File: config.mk
export PLATFORM = sky130hd
export DESIGN_NAME = mws_hsum
export DESIGN_NICKNAME = d
export VERILOG_FILES = /design/src/hw/rtl/mws_pkg.sv /design/src/hw/rtl/mws_cell.sv /design/src/hw/rtl/mws_hsum.sv
export SDC_FILE = /design/constraint.sdc
export NUM_CORES = 1
export LEC_CHECK = 0
export BUFFER_PORTS_ARGS = -buffer_cell sky130_fd_sc_hd__clkbuf_2
export CORE_MARGIN = 2
export CORE_UTILIZATION = 40
export CTS_CLUSTER_DIAMETER = 120
export DETAILED_ROUTE_END_ITERATION = 12
export PLACE_DENSITY = 0.61
export SKIP_CTS_REPAIR_TIMING = 1
export SYNTH_ARGS = -nofsm -noshare
export SYNTH_HDL_FRONTEND = slang
export SYNTH_SLANG_ARGS = --single-unit
File: constraint.sdc
create_clock -name clk -period 13.7 [get_ports clk]
set_clock_uncertainty 0.2 [all_clocks]
set_input_delay 2.74 -clock clk [delete_from_list [all_inputs] [get_ports clk]]
set_output_delay 2.74 -clock clk [all_outputs]
set_load 0.02 [all_outputs]
File: src/hw/rtl/mws_pkg.sv
package mws_pkg;

  // Fixed widths of the register file and of the result.
  localparam int CFG_W     = 11;
  localparam int K_W       = 5;
  localparam int ROW_W     = 10;
  localparam int ROW_LIMIT = 1024;
  localparam int OUT_W     = 24;
  localparam int CFG_IDX_W = 2;

  localparam logic [CFG_IDX_W-1:0] REG_FRAME_WIDTH  = 2'd0;
  localparam logic [CFG_IDX_W-1:0] REG_FRAME_HEIGHT = 2'd1;
  localparam logic [CFG_IDX_W-1:0] REG_WINDOW_SIZE  = 2'd2;

  // Position flags that travel with each sample down the pipeline.
  typedef struct packed {
    logic usable;
    logic first_row;
    logic sub_row;
    logic vert_ok;
    logic first_col;
    logic sub_col;
    logic win_ok;
    logic last;
  } mws_tag_t;

endpackage

File: src/hw/rtl/mws_cell.sv
module mws_cell #(
  parameter int DATA_W = 21
) (
  input  logic                     clk,
  input  logic                     shift,
  input  logic signed [DATA_W-1:0] d,
  output logic signed [DATA_W-1:0] q
);

  always_ff @(posedge clk) begin
    if (shift) begin
      q <= d;
    end
  end

endmodule

File: src/hw/rtl/mws_hsum.sv
module mws_hsum #(
  parameter int DATA_W     = 21,
  parameter int SUM_W      = 25,
  parameter int MAX_WINDOW = 16
) (
  input  logic                              clk,
  input  logic                              rst,
  input  logic                              advance,
  input  logic                              s2_valid,
  input  logic signed [DATA_W-1:0]          s2_cs,
  input  mws_pkg::mws_tag_t                 s2_tag,
  input  logic [$clog2(MAX_WINDOW)-1:0]     tap_sel,
  output logic                              s3_valid,
  output logic signed [SUM_W-1:0]           s3_ws,
  output mws_pkg::mws_tag_t                 s3_tag
);

  logic signed [DATA_W-1:0] taps [MAX_WINDOW];
  logic                     shift;
  logic signed [SUM_W-1:0]  ws;
  logic signed [SUM_W-1:0]  ws_next;

  // The chain holds the column sums of the current row, newest in cell 0.
  assign shift = advance && s2_valid && s2_tag.usable && s2_tag.vert_ok;

  for (genvar i = 0; i < MAX_WINDOW; i++) begin : g_cell
    if (i == 0) begin : g_head
      mws_cell #(.DATA_W(DATA_W)) u_cell (
        .clk   (clk),
        .shift (shift),
        .d     (s2_cs),
        .q     (taps[i])
      );
    end else begin : g_body
      mws_cell #(.DATA_W(DATA_W)) u_cell (
        .clk   (clk),
        .shift (shift),
        .d     (taps[i-1]),
        .q     (taps[i])
      );
    end
  end

  assign ws_next = (s2_tag.first_col ? SUM_W'(0) : ws) + SUM_W'(s2_cs)
                 - (s2_tag.sub_col ? SUM_W'(taps[tap_sel]) : SUM_W'(0));

  always_ff @(posedge clk) begin
    if (shift) begin
      ws <= ws_next;
    end
    if (advance) begin
      s3_ws  <= ws_next;
      s3_tag <= s2_tag;
    end
  end

  always_ff @(posedge clk) begin
    if (rst) begin
      s3_valid <= 1'b0;
    end else if (advance) begin
      s3_valid <= s2_valid;
    end
  end

endmodule

==> impl_results.md, run 1 <==
- WL/cell: 20.2 µm
- CP Data Required Time: 13800 ps
- Worst min path class: reg -> reg
- PD cells: 153 nW/µm²
- Clock buffer depth: 3
- Initial antenna violation count: 0
- Grt ovf: 0
- Critical Path AT: 7810 ps
- Dpl ws: 5340 ps
- Pin count of the biggest net entering global routing: 84
- Switching Fraction: 0.243
- Fin util: 0.463
- DRC: 0
- Clk pwr share: 0.385
- CP Launch Point: tap_sel[0]
- Hold path start: g_cell[4].g_body.u_cell.q[7]
- Met2 WL: 14000 µm
- CTS tree: built
- Port Buffers: 70
- Vias per inst: 5.28
- Leak Pwr: 6.52 nW
- Synth Cell Area: 16700 µm²
- CTS buffer count: 43
- Highest metal used: met4
- Total Wirelength: 30600 µm
- Slew @ Worst Pin: 1040 ps
- Worst vdd ir: 0.0787 mV
- Die Span Y: 209 µm
- WHS: 225 ps
- Worst Setup Start Kind: input port
- Total vias in the final route: 7981
- Clk root buf: clkbuf_16
- Final ANT Viol Nets: 0
- Placed wire-length estimate: 18200 µm
- Final setup violation count: 0
- Post-synth EDFFs: 394
- Clock Pin Slew Worst Setup and Hold Paths: 60 ps
- Top-area cell type share of the netlist area: 0.707
- Avg Inst Size Synth: 19.5 µm²
- Vias in the first global route: 8401
- Clock Sinks: 395
- Met3 wire len: 1590 µm
- Initial Utilization: 0.407
- Fin Setup TNS: 0 ps
- Most frequent cell after synthesis: edfxtp_1
- Synth Flop Type: edfxtp_1
- Yosys reg bits: 395
- Most frequent cells after synthesis: 394 x edfxtp_1, 104 x mux4_2, 69 x inv_1
- Max Cap Viol: 0
- RSZ-0062 raised after global routing: no
- Syn nets: 945
- Core footprint: 41100 µm²
- Hold Vio Cnt, Final: 0
- Worst slew margin: 0.307
- DRT iter0 DRCs: 760
- Gp weighted congestion: 0.811
- Worst-Skew Late Latency: 570 ps
- Fill count: 3494
- First-pass GRT wire length: 49200 µm
- Crit Path Class: in -> reg
- Period utilization: 0.563
- Total GRT Usage: 0.146
- Setup ws final: 5990 ps
- Largest fanout on the critical path: 49
- Die width: 209 µm
- Flop pwr share: 0.486
- Max Slew Vio Count: 0
- Comb pwr share: 0.129
- Synth area leaders: edfxtp_1 71%, mux4_2 14%, fa_1 2.9%
- Drt pass-1 iters: 5
- Row cnt: 74
- Status: complete, no violations
- P_sw: 0.000709 W
- Post-synthesis sequential area ratio: 0.708
- Wl on met1: 14300 µm
- # diodes: 0
- Warnings from Yosys: 0
- Top Ports: 71
- Fmax: 0.130 GHz
- Synth Instances: 858
- Layout area overhead: 13.6%
- Critical Path Sink Type: flip-flop
- Fraction of layout cells with a size suffix above 1: 0.249
- Yosys cell types: 47
- Cell-internal power: 0.00221 W
- Asr flop ratio synth: 0
- Minimum clock period: 7710 ps
- Final net count: 1036
- Crit Reg-Reg Startpoint: g_cell[2].g_body.u_cell.q[3]
- H-tree Lvls: 2
- Area leader, netlist: edfxtp_1
- Die ar.: 43500 µm²
==> area by class of cell <==
class                      instances  area [µm²]  share of cell area
sequential                       395       11900               0.623
multi-input combinational        362        4460               0.235
clock buffer                      54        1140              0.0599
tap                              532         666              0.0350
timing repair buffer              78         419              0.0220
inverter                          69         259              0.0136
clock inverter                    22         220              0.0116
==> cell usage in the layout (no fill, tap or decap), types with 9 or more instances in the layout <==
cell / n
edfxtp_1: 394
mux4_2: 104
inv_1: 69
clkbuf_2: 68
clkbuf_16: 44
ha_1: 26
nand2b_1: 25
and2_1: 24
fa_1: 24
nand2_1: 19
nor2_1: 19
a21oi_1: 18
xnor2_1: 18
a21o_1: 12
clkbuf_1: 10
buf_4: 9
==> power groups by stage <==
stage / Sequential [W] / Combinational [W] / Clock [W]
2_1_floorplan: 0.00147 / 0.000242 / 0
3_3_place_gp: 0.00145 / 0.000375 / 0
3_5_place_dp: 0.00145 / 0.000378 / 0
4_1_cts: 0.00142 / 0.000381 / 0.00116
5_1_grt: 0.00142 / 0.000419 / 0.00120
6_report: 0.00142 / 0.000376 / 0.00112
==> critical path, cell delays in order <==
cell and delay, ps:
buf_6 510, buf_4 710, mux4_2 590, mux4_2 460, and2_1 180, fa_1 480
inv_1 40, ha_1 340, a211o_1 280, a31oi_1 410, nor2_1 150, a31oi_1 520
nor3b_1 260, nor3_1 90
==> path summary, 6_finish.rpt <==
check / slack [ps] / cells past startpoint / to
min reg2reg: 220 / 0 / g_cell[5].g_body.u_cell.q[7]
min: 220 / 0 / g_cell[5].g_body.u_cell.q[7]
max: 5990 / 14 / s3_ws[21]
max reg2reg: 9140 / 12 / s3_ws[21]
==> sequential cells by signal (all words and copies together), names as in the netlist <==
signal,count
g_cell.g_body.u_cell.q,315
s3_ws,25
ws,25
g_cell.g_head.u_cell.q,21
s3_tag,8
s3_valid,1
==> logic make-up (layout without fill, tap and decap cells) <==
group	count (synthesis)	in the layout	synth area share
adders and majority gates	50	50	0.0481
and+or+nand+nor	109	109	0.0350
AOI/OAI and AO/OA	73	73	0.0295
DFF	395	395	0.708
buffers and inverters	101	223	0.0258
muxes	108	108	0.142
xor gates and xnor gates	22	22	0.0115
==> per-layer routing <==
metal,vias to the layer above,track usage
met2,202,0.218
li1,3571,-
met5,-,0
met1,4159,0.216
met4,0,0.0502
met3,49,0.0272
==> stage by stage <==
stage | std cells | total power [W] | cell area, µm²
floorplan | 858 | 0.00171 | 16700
global placement | 1436 | 0.00182 | 17700
detailed placement | 1436 | 0.00182 | 17700
CTS | 1512 | 0.00296 | 19000
global route | 1512 | 0.00304 | 19000
finish | 1512 | 0.00292 | 19000
Note: power is estimated with default switching activity, not from simulation.
==> inputs of run 2 (changes only) <==
- PLACE_DENSITY: 0.61 -> 0.63
- clock period: 13.7 -> 6.7 ns (I/O delays scaled with it)
==> impl_results.md, run 2 (same netlist as run 1, synthesis figures left out) <==
- Status: complete, no violations
- Max reg flops: 315
- Critical Path Sink Type: flip-flop
- Slew @ Worst Pin: 818 ps
- Setup ws final: 1050 ps
- Most frequent cells in the layout: 394 x edfxtp_1, 104 x mux4_2, 69 x inv_1
- Non-Filler Instances: 1524
- Minimum clock period: 5650 ps
- Vias in the first global route: 8466
- Clock Sinks: 395
- WL/cell: 20.0 µm
- Die width: 209 µm
- Vias per inst: 5.23
- Grt ovf: 0
- Worst Setup Start Kind: input port
- Final setup violation count: 0
- PD cells: 311 nW/µm²
- RSZ-0062 raised after global routing: no
- WHS: 235 ps
- Most flop-heavy register: g_cell.g_body.u_cell.q
- Leak Pwr: 6.59 nW
- Final ANT Viol Nets: 0
- Cell-internal power: 0.00452 W
- Row cnt: 74
- Total GRT Usage: 0.146
- Pin count of the biggest net entering global routing: 98
- Comb pwr share: 0.132
- Dpl ws: 517 ps
- Max Cap Viol: 0
- Flop pwr share: 0.486
- DRC: 0
- Die ar.: 43500 µm²
- CTS buffer count: 43
- P_sw: 0.00144 W
- CTS tree: built
- Final net count: 1046
- CP Data Required Time: 6790 ps
- Period utilization: 0.843
- Clk pwr share: 0.382
- Power, Total: 0.00596 W
- Total vias in the final route: 7969
- # diodes: 0
- Drt pass-1 iters: 5
- Layout area overhead: 14.4%
- Leading cell type in the layout, fill and taps excluded: edfxtp_1
- Clk root buf: clkbuf_16
- Clock Pin Slew Worst Setup and Hold Paths: 60 ps
- Hold Vio Cnt, Final: 0
- Critical Path AT: 5730 ps
- Largest fanout on the critical path: 26
- Fraction of layout cells with a size suffix above 1: 0.256
- Placed wire-length estimate: 19200 µm
- Worst min path class: reg -> reg
- Top Ports: 71
- First-pass GRT wire length: 49200 µm
- Initial Utilization: 0.407
- Crit Path Class: in -> reg
- Port Buffers: 70
- Leading registers by flop count: g_cell.g_body.u_cell.q x315, s3_ws x25, ws x25
- DRT iter0 DRCs: 762
- Fmax: 0.177 GHz
- Die Span Y: 209 µm
- Placed Cells: 1446
- Worst slew margin: 0.454
- Switching Fraction: 0.241
- Gp weighted congestion: 0.822
- Worst-Skew Late Latency: 550 ps
- Worst vdd ir: 0.165 mV
- H-tree Lvls: 2
- Clock buffer depth: 3
- Fin Setup TNS: 0 ps
- Max Slew Vio Count: 0
- Core footprint: 41100 µm²
- Total Wirelength: 30500 µm
- Initial antenna violation count: 0
-- run 2: path summary, 6_finish.rpt --
| path | end | startpoint | slack [ps] | depth (start not counted) |
|---|---|---|---|---|
| min reg2reg | g_cell[3].g_body.u_cell.q[6] | g_cell[2].g_body.u_cell.q[6] | 240 | 0 |
| max | ws[23] | tap_sel[0] | 1050 | 14 |
| max reg2reg | ws[23] | g_cell[11].g_body.u_cell.q[9] | 2100 | 12 |
| min | g_cell[3].g_body.u_cell.q[6] | g_cell[2].g_body.u_cell.q[6] | 240 | 0 |
-- run 2: layer usage --
layer,vias up,share of wire,global-route usage
met5,-,0,0
met4,0,0.022,0.0490
met3,48,0.052,0.0261
met2,214,0.45,0.218
met1,4112,0.47,0.217
li1,3595,-,-
-- run 2: worst max-delay path, stage by stage --
cell and delay (ps):
buf_6 310, buf_4 290, mux4_2 540, mux4_2 510, and2_1 190, fa_1 480
inv_1 40, ha_1 400, nand2_1 120, nor2_1 200, nor3b_1 400, o211ai_1 220
and2_1 230, a311oi_1 470
-- run 2: area by class of cell --
cell class	instances	area (µm²)
clock buffers	59	1190
clock inverters	19	164
fillers	3463	22000
inverters	69	259
multi-input cells	362	4460
flip-flops and latches	395	11900
well taps	532	666
repair buffers	88	557
-- run 2: power by group through the flow --
stage                     logic (W)  clock network [W]  registers, W
after floorplan            0.000496                  0       0.00300
after global placement     0.000784                  0       0.00295
after detailed placement   0.000790                  0       0.00295
after CTS                  0.000794            0.00234       0.00290
after global routing       0.000871            0.00244       0.00290
final                      0.000787            0.00227       0.00290
-- run 2: metrics by stage --
step | cell area [µm²] | util
after floorplan | 16700 | -
after global placement | 17800 | 0.433
after detailed placement | 17800 | 0.433
after CTS | 19100 | 0.466
after global routing | 19100 | 0.466
final | 19100 | 0.466
